**src/rtl/core/sdsc_pkg.sv**
```systemverilog
package sdsc_pkg;

  localparam int unsigned SIZE_BITS = 6;
  localparam int unsigned DATA_BITS = 32;
  localparam int unsigned ADDR_BITS = 3;

  localparam logic [1:0] STATUS_NEW  = 2'd0;
  localparam logic [1:0] STATUS_DUP  = 2'd1;
  localparam logic [1:0] STATUS_LIST = 2'd2;

  localparam logic REG_POPULATION  = 1'b0;
  localparam logic REG_SUBSET_SIZE = 1'b1;

  // per-cycle command broadcast to every cell of the chain
  typedef struct packed {
    logic insert;
    logic shift_out;
  } sdsc_ctrl_t;

endpackage

```
**src/rtl/core/sdsc_mod.sv**
```systemverilog
module sdsc_mod #(
  parameter int unsigned VALUE_BITS = 15
) (
  input  logic                  clk_i,
  input  logic                  rst_ni,
  input  logic                  start_i,
  input  logic [VALUE_BITS-1:0] dividend_i,
  input  logic [VALUE_BITS-1:0] divisor_i,
  output logic                  done_o,
  output logic [VALUE_BITS-1:0] rem_o
);

  localparam int unsigned CNT_BITS = $clog2(VALUE_BITS);

  logic                  busy_q;
  logic                  busy_d;
  logic                  done_q;
  logic                  done_d;
  logic [CNT_BITS-1:0]   cnt_q;
  logic [CNT_BITS-1:0]   cnt_d;
  logic [VALUE_BITS-1:0] dvd_q;
  logic [VALUE_BITS-1:0] dvd_d;
  logic [VALUE_BITS-1:0] div_q;
  logic [VALUE_BITS-1:0] div_d;
  logic [VALUE_BITS-1:0] rem_q;
  logic [VALUE_BITS-1:0] rem_d;
  logic [VALUE_BITS:0]   trial;

  // restoring remainder, one quotient bit a cycle
  always_comb begin
    busy_d = busy_q;
    done_d = 1'b0;
    cnt_d  = cnt_q;
    dvd_d  = dvd_q;
    div_d  = div_q;
    rem_d  = rem_q;
    trial  = {rem_q, dvd_q[VALUE_BITS-1]};
    if (start_i) begin
      busy_d = 1'b1;
      cnt_d  = CNT_BITS'(VALUE_BITS - 1);
      dvd_d  = dividend_i;
      div_d  = divisor_i;
      rem_d  = '0;
    end else if (busy_q) begin
      dvd_d = {dvd_q[VALUE_BITS-2:0], 1'b0};
      if (trial >= {1'b0, div_q}) begin
        rem_d = VALUE_BITS'(trial - {1'b0, div_q});
      end else begin
        rem_d = VALUE_BITS'(trial);
      end
      if (cnt_q == '0) begin
        busy_d = 1'b0;
        done_d = 1'b1;
      end else begin
        cnt_d = cnt_q - CNT_BITS'(1);
      end
    end
  end

  always_ff @(posedge clk_i or negedge rst_ni) begin
    if (!rst_ni) begin
      busy_q <= 1'b0;
      done_q <= 1'b0;
      cnt_q  <= '0;
    end else begin
      busy_q <= busy_d;
      done_q <= done_d;
      cnt_q  <= cnt_d;
    end
  end

  always_ff @(posedge clk_i) begin
    dvd_q <= dvd_d;
    div_q <= div_d;
    rem_q <= rem_d;
  end

  assign done_o = done_q;
  assign rem_o  = rem_q;

endmodule

```
**src/rtl/core/sdsc_cell.sv**
```systemverilog
module sdsc_cell #(
  parameter int unsigned VALUE_BITS = 15
) (
  input  logic                  clk_i,
  input  logic                  rst_ni,
  input  sdsc_pkg::sdsc_ctrl_t  ctrl_i,
  input  logic [VALUE_BITS-1:0] cand_i,
  input  logic [VALUE_BITS-1:0] left_val_i,
  input  logic                  left_lt_i,
  input  logic                  left_valid_i,
  input  logic [VALUE_BITS-1:0] right_val_i,
  input  logic                  right_valid_i,
  output logic [VALUE_BITS-1:0] val_o,
  output logic                  valid_o,
  output logic                  lt_o,
  output logic                  eq_o
);

  logic [VALUE_BITS-1:0] val_q;
  logic [VALUE_BITS-1:0] val_d;
  logic                  valid_q;
  logic                  valid_d;
  logic                  lt;

  assign lt   = valid_q && (val_q < cand_i);
  assign eq_o = valid_q && (val_q == cand_i);

  always_comb begin
    val_d   = val_q;
    valid_d = valid_q;
    if (ctrl_i.insert) begin
      // members below the candidate stay, the rest move one place up
      if (!lt) begin
        val_d = left_lt_i ? cand_i : left_val_i;
      end
      valid_d = valid_q | left_valid_i;
    end else if (ctrl_i.shift_out) begin
      val_d   = right_val_i;
      valid_d = right_valid_i;
    end
  end

  always_ff @(posedge clk_i or negedge rst_ni) begin
    if (!rst_ni) begin
      valid_q <= 1'b0;
    end else begin
      valid_q <= valid_d;
    end
  end

  always_ff @(posedge clk_i) begin
    val_q <= val_d;
  end

  assign val_o   = val_q;
  assign valid_o = valid_q;
  assign lt_o    = lt;

endmodule

```
**src/rtl/core/sorted_distinct_subset_collector.sv**
```systemverilog
// Collects distinct candidates (random_word mod population, plus one) in a sorted chain of
// cells and lists the subset in ascending order once it holds subset_size members. An item
// is taken when start is high and busy is low; busy then stays high while the bit-serial
// remainder unit, which produces one quotient bit per cycle, works out the candidate and
// while the chain does the sorted insert and duplicate check. Each result appears for
// exactly one cycle with result_valid_o high and cannot be stalled, so the receiver must
// take it on that cycle. An item that completes the subset gives no accept result; instead
// the members follow on consecutive cycles, one per cycle, with last_element_o on the
// final one, and busy stays high until the last member has been listed.
module sorted_distinct_subset_collector #(
  parameter int unsigned MAX_SUBSET = 32,
  parameter int unsigned VALUE_BITS = 15
) (
  input  logic                                clk_i,
  input  logic                                rst_ni,
  input  logic                                start,
  output logic                                busy,
  input  logic [VALUE_BITS-1:0]               random_word_i,
  output logic                                result_valid_o,
  output logic [1:0]                          status_o,
  output logic [VALUE_BITS-1:0]               element_o,
  output logic                                last_element_o,
  input  logic                                psel,
  input  logic                                penable,
  input  logic                                pwrite,
  input  logic [sdsc_pkg::ADDR_BITS-1:0]      paddr,
  input  logic [sdsc_pkg::DATA_BITS-1:0]      pwdata,
  output logic [sdsc_pkg::DATA_BITS-1:0]      prdata,
  output logic                                pready
);

  localparam int unsigned CNT_BITS = $clog2(MAX_SUBSET + 1);

  localparam logic [1:0] ST_IDLE = 2'd0;
  localparam logic [1:0] ST_DIV  = 2'd1;
  localparam logic [1:0] ST_INS  = 2'd2;
  localparam logic [1:0] ST_LIST = 2'd3;

  logic [1:0]                     state_q;
  logic [1:0]                     state_d;
  logic [CNT_BITS-1:0]            count_q;
  logic [CNT_BITS-1:0]            count_d;
  logic [VALUE_BITS-1:0]          cand_q;
  logic [VALUE_BITS-1:0]          population_q;
  logic [sdsc_pkg::SIZE_BITS-1:0] subset_size_q;

  logic                  res_valid_q;
  logic                  res_valid_d;
  logic [1:0]            res_status_q;
  logic [1:0]            res_status_d;
  logic [VALUE_BITS-1:0] res_elem_q;
  logic [VALUE_BITS-1:0] res_elem_d;
  logic                  res_last_q;
  logic                  res_last_d;

  logic                  accept;
  logic                  cfg_write;
  logic [VALUE_BITS-1:0] pop_eff;
  logic [7:0]            size_eff;
  logic                  div_done;
  logic [VALUE_BITS-1:0] div_rem;
  logic                  dup;
  logic                  full;
  sdsc_pkg::sdsc_ctrl_t  ctrl;

  logic [VALUE_BITS-1:0] cell_val [MAX_SUBSET];
  logic [MAX_SUBSET-1:0] cell_valid;
  logic [MAX_SUBSET-1:0] cell_lt;
  logic [MAX_SUBSET-1:0] cell_eq;

  assign accept    = start && !busy;
  assign cfg_write = psel && penable && pwrite && pready;
  assign pready    = 1'b1;

  assign prdata = (paddr[2] == sdsc_pkg::REG_SUBSET_SIZE) ?
                  sdsc_pkg::DATA_BITS'(subset_size_q) : sdsc_pkg::DATA_BITS'(population_q);

  always_ff @(posedge clk_i or negedge rst_ni) begin
    if (!rst_ni) begin
      population_q  <= VALUE_BITS'(1);
      subset_size_q <= sdsc_pkg::SIZE_BITS'(1);
    end else if (cfg_write) begin
      if (paddr[2] == sdsc_pkg::REG_POPULATION) begin
        population_q <= pwdata[VALUE_BITS-1:0];
      end else begin
        subset_size_q <= pwdata[sdsc_pkg::SIZE_BITS-1:0];
      end
    end
  end

  // zero population counts as one; size is clamped to 1..MAX_SUBSET
  assign pop_eff = (population_q == '0) ? VALUE_BITS'(1) : population_q;

  always_comb begin
    if (subset_size_q == '0) begin
      size_eff = 8'd1;
    end else if (8'(subset_size_q) > 8'(MAX_SUBSET)) begin
      size_eff = 8'(MAX_SUBSET);
    end else begin
      size_eff = 8'(subset_size_q);
    end
  end

  sdsc_mod #(
    .VALUE_BITS(VALUE_BITS)
  ) u_mod (
    .clk_i      (clk_i),
    .rst_ni     (rst_ni),
    .start_i    (accept),
    .dividend_i (random_word_i),
    .divisor_i  (pop_eff),
    .done_o     (div_done),
    .rem_o      (div_rem)
  );

  genvar gi;
  generate
    for (gi = 0; gi < MAX_SUBSET; gi++) begin : g_cell
      logic [VALUE_BITS-1:0] left_val;
      logic                  left_lt;
      logic                  left_valid;
      logic [VALUE_BITS-1:0] right_val;
      logic                  right_valid;

      if (gi == 0) begin : g_head
        assign left_val   = '0;
        assign left_lt    = 1'b1;
        assign left_valid = 1'b1;
      end else begin : g_body
        assign left_val   = cell_val[gi-1];
        assign left_lt    = cell_lt[gi-1];
        assign left_valid = cell_valid[gi-1];
      end

      if (gi == MAX_SUBSET - 1) begin : g_tail
        assign right_val   = '0;
        assign right_valid = 1'b0;
      end else begin : g_next
        assign right_val   = cell_val[gi+1];
        assign right_valid = cell_valid[gi+1];
      end

      sdsc_cell #(
        .VALUE_BITS(VALUE_BITS)
      ) u_cell (
        .clk_i         (clk_i),
        .rst_ni        (rst_ni),
        .ctrl_i        (ctrl),
        .cand_i        (cand_q),
        .left_val_i    (left_val),
        .left_lt_i     (left_lt),
        .left_valid_i  (left_valid),
        .right_val_i   (right_val),
        .right_valid_i (right_valid),
        .val_o         (cell_val[gi]),
        .valid_o       (cell_valid[gi]),
        .lt_o          (cell_lt[gi]),
        .eq_o          (cell_eq[gi])
      );
    end
  endgenerate

  assign dup  = |cell_eq;
  assign full = (count_q == CNT_BITS'(MAX_SUBSET));

  always_comb begin
    state_d        = state_q;
    count_d        = count_q;
    ctrl.insert    = 1'b0;
    ctrl.shift_out = 1'b0;
    res_valid_d    = 1'b0;
    res_status_d   = res_status_q;
    res_elem_d     = res_elem_q;
    res_last_d     = 1'b0;
    case (state_q)
      ST_IDLE: begin
        if (accept) begin
          state_d = ST_DIV;
        end
      end
      ST_DIV: begin
        if (div_done) begin
          state_d = ST_INS;
        end
      end
      ST_INS: begin
        if (dup || full) begin
          res_valid_d  = 1'b1;
          res_status_d = sdsc_pkg::STATUS_DUP;
          res_elem_d   = cand_q;
          state_d      = ST_IDLE;
        end else begin
          ctrl.insert = 1'b1;
          count_d     = count_q + CNT_BITS'(1);
          if (8'(count_q) + 8'd1 >= size_eff) begin
            state_d = ST_LIST;
          end else begin
            res_valid_d  = 1'b1;
            res_status_d = sdsc_pkg::STATUS_NEW;
            res_elem_d   = cand_q;
            state_d      = ST_IDLE;
          end
        end
      end
      ST_LIST: begin
        // the head cell is listed while the chain moves one place down
        ctrl.shift_out = 1'b1;
        res_valid_d    = 1'b1;
        res_status_d   = sdsc_pkg::STATUS_LIST;
        res_elem_d     = cell_val[0];
        res_last_d     = (count_q == CNT_BITS'(1));
        count_d        = count_q - CNT_BITS'(1);
        if (count_q == CNT_BITS'(1)) begin
          state_d = ST_IDLE;
        end
      end
      default: begin
        state_d = ST_IDLE;
      end
    endcase
  end

  always_ff @(posedge clk_i or negedge rst_ni) begin
    if (!rst_ni) begin
      state_q     <= ST_IDLE;
      count_q     <= '0;
      res_valid_q <= 1'b0;
      res_last_q  <= 1'b0;
    end else begin
      state_q     <= state_d;
      count_q     <= count_d;
      res_valid_q <= res_valid_d;
      res_last_q  <= res_last_d;
    end
  end

  always_ff @(posedge clk_i) begin
    res_status_q <= res_status_d;
    res_elem_q   <= res_elem_d;
    if (state_q == ST_DIV && div_done) begin
      cand_q <= div_rem + VALUE_BITS'(1);
    end
  end

  assign busy           = (state_q != ST_IDLE);
  assign result_valid_o = res_valid_q;
  assign status_o       = res_status_q;
  assign element_o      = res_elem_q;
  assign last_element_o = res_last_q;

  a_valid_prefix: assert property (@(posedge clk_i) disable iff (!rst_ni)
    $countones(cell_valid) == int'(count_q))
    else $error("valid cells do not match the member count");

  a_count_bound: assert property (@(posedge clk_i) disable iff (!rst_ni)
    count_q <= CNT_BITS'(MAX_SUBSET))
    else $error("member count beyond chain length");

  a_list_emits: assert property (@(posedge clk_i) disable iff (!rst_ni)
    state_q == ST_LIST |=> result_valid_o && status_o == sdsc_pkg::STATUS_LIST)
    else $error("listing cycle without a listed member");

  a_last_only_list: assert property (@(posedge clk_i) disable iff (!rst_ni)
    last_element_o |-> result_valid_o && status_o == sdsc_pkg::STATUS_LIST && count_q == '0)
    else $error("last marker outside the end of a listing");

  a_accept_divides: assert property (@(posedge clk_i) disable iff (!rst_ni)
    accept |=> state_q == ST_DIV)
    else $error("accepted transaction did not start the remainder");

endmodule
```
**config.mk**
```make
export PLATFORM = sky130hd
export DESIGN_NAME = sorted_distinct_subset_collector
export DESIGN_NICKNAME = d
export VERILOG_FILES = /design/src/rtl/core/sdsc_pkg.sv /design/src/rtl/core/sdsc_mod.sv /design/src/rtl/core/sdsc_cell.sv /design/src/rtl/core/sorted_distinct_subset_collector.sv
export SDC_FILE = /design/constraint.sdc
export NUM_CORES = 2
export LEC_CHECK = 0
export ABC_AREA = 1
export BUFFER_PORTS_ARGS = -buffer_cell sky130_fd_sc_hd__buf_2
export CAP_MARGIN = 30
export CORE_ASPECT_RATIO = 2
export CORE_UTILIZATION = 65
export DETAILED_ROUTE_END_ITERATION = 8
export PLACE_DENSITY = 0.85
export SETUP_SLACK_MARGIN = 0.15
export SYNTH_ARGS = -nofsm -noshare
export SYNTH_HDL_FRONTEND = slang
export SYNTH_HIERARCHICAL = 1
export SYNTH_SLANG_ARGS = --single-unit
```
**constraint.sdc**
```tcl
create_clock -name clk_i -period 17.93 [get_ports clk_i]
set_input_delay 3.586 -clock clk_i [delete_from_list [all_inputs] [get_ports clk_i]]
set_output_delay 3.586 -clock clk_i [all_outputs]
set_load 0.01 [all_outputs]
```
### Word-level counts from Yosys, hierarchy flattened

Cells that the tools add are included.

| storage, ports and cells | value |
|---|---|
| register bits after elaboration | 626 |
| bits of input ports | 56 |
| output and inout port bits | 53 |
| logic and storage cells | 571 |

| cells by class | value |
|---|---|
| add/subtract/negate cells | 6 |
| magnitude comparators | 35 |
| equality and inequality tests | 75 |
| muxes and demuxes | 227 |
| bitwise gates (word level) | 32 |
| reduce and logical (&&, ||, !) cells | 117 |

Operators by type and width:

| kind | count |
|---|---|
| two-way mux 15 bit | 133 |
| == test 15 bit | 32 |
| less-than comparator 15 bit | 32 |
| two-way mux 1 bit | 76 |
| AND reduction 2 bit | 37 |
| != test 2 bit, second input constant | 36 |
| logical AND 1 bit | 68 |
| OR reduction 32 bit | 1 |
| OR 1 bit | 31 |
| one-hot mux 15 bit (2 select lines) | 1 |
| two-way mux 6 bit | 3 |
| >= comparator 16 x 15 -> 1 bit | 1 |
| adder 15 x 1 -> 15 bit, second input constant | 1 |
| logical NOT 15 bit | 1 |
| subtractor 15 bit | 1 |
| two-way mux 2 bit | 7 |
| two-way mux 4 bit | 3 |
| one-hot mux 6 bit (2 select lines) | 1 |
| >= comparator 7 x 8 -> 1 bit | 1 |
| one-hot mux 2 bit (4 select lines) | 1 |
| nonzero test 2 bit | 4 |
| adder 6 x 1 -> 7 bit, second input constant | 1 |
| adder 6 x 1 -> 6 bit, second input constant | 1 |
| == test 6 x 1 -> 1 bit, second input constant | 1 |
| 17 further kinds | 18 |

### Longest topological paths before layout

| depth | value |
|---|---|
| word-level depth | 8 |
| gate-level depth with buffers | 19 |
| gate-level depth less buffers | 18 |

### Hierarchy

Netlist, hierarchy kept.

Modules (own cells, without submodules):

| module | times used | cells an instance | area each (um^2) | seq. area each (um^2) |
|---|---|---|---|---|
| sdsc_cell (g_cell[0].u_cell ...) | 31 | 170 | 1,255.0 | 475.5 |
| sorted_distinct_subset_collector | 1 | 448 | 3,657.3 | 1,739.2 |
| sdsc_mod | 1 | 417 | 3,124.2 | 1,351.3 |
| sdsc_cell (g_cell[20].u_cell) | 1 | 168 | 1,248.7 | 475.5 |

### Worst setup path before layout

No wires, ideal clock.

| timing path | value |
|---|---|
| path kind | reg2reg |
| start point | register cand_q[0] |
| end point | register g_cell[0].u_cell.val_q[0], enable pin |
| setup time | 0.366 ns |
| arrival time | 12.318 ns |
| data required time | 17.564 ns |
| setup slack | 5.246 ns |
| stages on the path, launching flop included | 16 |
| path buffers | 1 |
| clock period less this slack | 12.684 ns |
| cells stage by stage | edfxtp_1 ha_1 nand2_1 nor2_1 nand4_1 nor2_1 nor2_1 nand2_1 nor2_1 nand3_1 nor2_4 nand2_4 nor2_1 buf_4 nand2_1 nand2_1 |

RTL lines:

| what | line | RTL |
|---|---|---|
| start, declared | sorted_distinct_subset_collector.sv:43 | `logic [VALUE_BITS-1:0] cand_q;` |
| start signal, assigned | sorted_distinct_subset_collector.sv:241 | `cand_q <= div_rem + VALUE_BITS'(1);` |
| end signal, assigned | sdsc_cell.sv:52 | `val_q <= val_d;` |
| end, declared | sdsc_cell.sv:19 | `logic [VALUE_BITS-1:0] val_q;` |

### Worst setup path after layout

| timing path | value |
|---|---|
| start point | input port paddr[2] (netlist name) |
| end point | output port prdata[1] (netlist name) |

| between the ends | value |
|---|---|
| cells in the longest elaborated chain, start to end | 1 |

RTL lines:

| what | line | RTL |
|---|---|---|
| start, declared | sorted_distinct_subset_collector.sv:26 | `input logic [sdsc_pkg::ADDR_BITS-1:0] paddr,` |
| two-way mux 15 bit | sorted_distinct_subset_collector.sv:75 | `assign prdata = (paddr[2] == sdsc_pkg::REG_SUBSET_SIZE) ?` |
| end, declared | sorted_distinct_subset_collector.sv:28 | `output logic [sdsc_pkg::DATA_BITS-1:0] prdata,` |

Every way passes these cells.

==> summary.txt <==
status: finished with violations
die area: 73300 µm²
nets: 6899
Sw Pwr: 3.15 mW
CTS max path bufs: 3
startpoint types: input port
antenna violations before repair: 0
Total Power: 7.12 mW
clk sinks: 626
vias: 42.2k
DRC viols: 1
Post-CTS Hold Buffers: 0
Slew @ Worst Pin: 1050 ps
IO Port Bufs: 71
grt ovf: 0
final setup TNS: 0 ps
post-DR wirelength/cell: 18.1 µm
I/O pins: 109
Die X: 192 µm
Cells after Synth: 6302
DR iter-0 viols: 3631
Post-CTS Setup Inserts: 0
crit path DAT: 4280 ps
final core occ: 0.696
Int Power: 3.97 mW
Post-DP Area: 47800 µm²
post-cts resize count: 0
area delta synth->final: 6.23%
minimum clock period: 7870 ps
placed cells: 7192
hold_ws: 448 ps
FP Rows: 139
worst skew pair latency: 660 ps
Post-DRT Antenna Nets: 0
sw frac: 0.442
Die H: 382 µm
CORE AREA: 71700 µm²
Overall Global Routing Usage: 0.363
Hold Violations, Final: 0
pwr/cell area: 143 nW/µm²
gpl congestion: 1.04
largest net degree at the start of global routing: 217
clk_skew: 29.1 ps
final worst slack: 10060 ps
YS warnings: 6
total iterations of the first detailed-routing run: 9
filler instances: 5729
# setup viols final: 0
post-route cell area: 49900 µm²
clock network power share: 0.192
average size of a mapped cell: 7.45 µm²
slew margin rel.: 0.299
Diodes inserted: 0
CP Max Fanout: 23
drt total wl: 132000 µm
WS Path Type: in2out
CP endpoint kind: primary output
worst vdd ir: 0.141 mV
wire length of the first global-routing pass: 209000 µm
pins over their slew limit: 0
period utilization: 0.439
failing checks: design-rule violations
max capacitance violation total: 0
Num CTS Buffers: 57
P_leak: 25.1 nW
DPL Wire Length: 94800 µm
global routing's busiest layer: met2
HP Class: reg2reg
RSZ-0062 raised after global routing: no
H-Tree Depth: 2
Critical Path RT: 14340 ps
Max Fclk: 127 MHz
Logic pwr share: 0.422
GRT met3 Usage: 0.0529
Synth Cell Area: 46900 µm²
dpl ws: 10080 ps
Initial Util: 0.655
met1 Track Usage GR: 0.346
vias in the first global route: 42.7k
CTS tree: yes
drt via density: 5.78
M2 GR Usage: 0.663
clk slew on worst S/H paths: 60 ps
layout cells sized above 1: 0.0657
non-filler cells, final: 7298
Root Driver: clkbuf_16
Seq pwr share: 0.386
final timing paths:
| check | from | endpoint | slack, ps | cells past startpoint |
|---|---|---|---|---|
| max in group asynchronous | rst_ni | g_cell[17].u_cell/valid_o | 13880 | 2 |
| worst min register to register | population_q[12] | u_mod/div_q[12] | 450 | 0 |
| min in group asynchronous | rst_ni | g_cell[0].u_cell/valid_o | 2840 | 1 |
| worst max register to register | cand_q[13] | g_cell[21].u_cell/val_o[11] | 11270 | 19 |
| worst min-delay path | population_q[12] | u_mod/div_q[12] | 450 | 0 |
| worst max-delay path | paddr[2] | prdata[1] | 10060 | 4 |
state kept, by name, indices dropped and copies added (netlist names):
register               cells
g_cell.u_cell/val_o      480
g_cell.u_cell/valid_o     32
cand_q                    15
element_o                 15
population_q              15
u_mod/div_q               15
u_mod/dvd_q               15
u_mod/rem_o               15
count_q                    6
subset_size_q              6
u_mod/cnt_q                4
state_q                    2
status_o                   2
last_element_o             1
result_valid_o             1
u_mod/busy_q               1
u_mod/done_o               1
final cells by class:
type                            count  area (µm²)  area share
Multi-Input combinational cell   4437       23600       0.473
Tap cell                          916        1150      0.0230
Clock buffer                       72        1640      0.0329
Sequential cell                   626       18300       0.367
Inverter                         1114        4180      0.0839
Timing Repair Buffer               99         593      0.0119
Clock inverter                     34         427     0.00856
power by group through the flow:
stage               sequential, mW  combinational (mW)  clock, mW
detailed placement            2.75                2.91          0
CTS                           2.73                2.95       1.37
finish                        2.75                3.00       1.36
global placement              2.74                2.77          0
global route                  2.79                3.38       1.42
floorplan                     2.56                2.35          0
metal layers:
layer | vias to the layer above | part of all wire
li1 | 20300 | -
met1 | 19300 | 0.33
met2 | 1910 | 0.52
met3 | 682 | 0.060
met4 | 0 | 0.096
met5 | - | 0
layout by cell type (no fill, tap or decap), types with 3 or more instances in the layout:
master and count:
nor4_1 3, nand3_1 116, o21ai_2 5, a21oi_1 147, nand2_4 4, inv_2 97, nand2_2 4, conb_1 57
nor2_4 3, nor2_2 66, clkbuf_16 61, o21ai_1 952, ha_1 507, xor2_1 15, bufinv_16 9, buf_2 70
buf_4 27, clkbuf_1 4, clkinv_2 7, nor3_4 3, edfxtp_1 542, nand3b_1 6, clkbuf_8 7, nand4_1 40
dfxtp_1 15, nor3_1 5, dfrtp_1 67, clkinv_1 8, inv_1 1016, and2_1 3, o21ai_0 70, clkinvlp_4 7
nand2_1 1695, nand3_2 38, nor2_1 680, xnor2_1 8
worst max-delay path, cell delays in order:
cell and delay (ps):
buf_2 330, nand2_1 100, o21ai_0 100, buf_2 160
(Power assumes the default switching activity.)
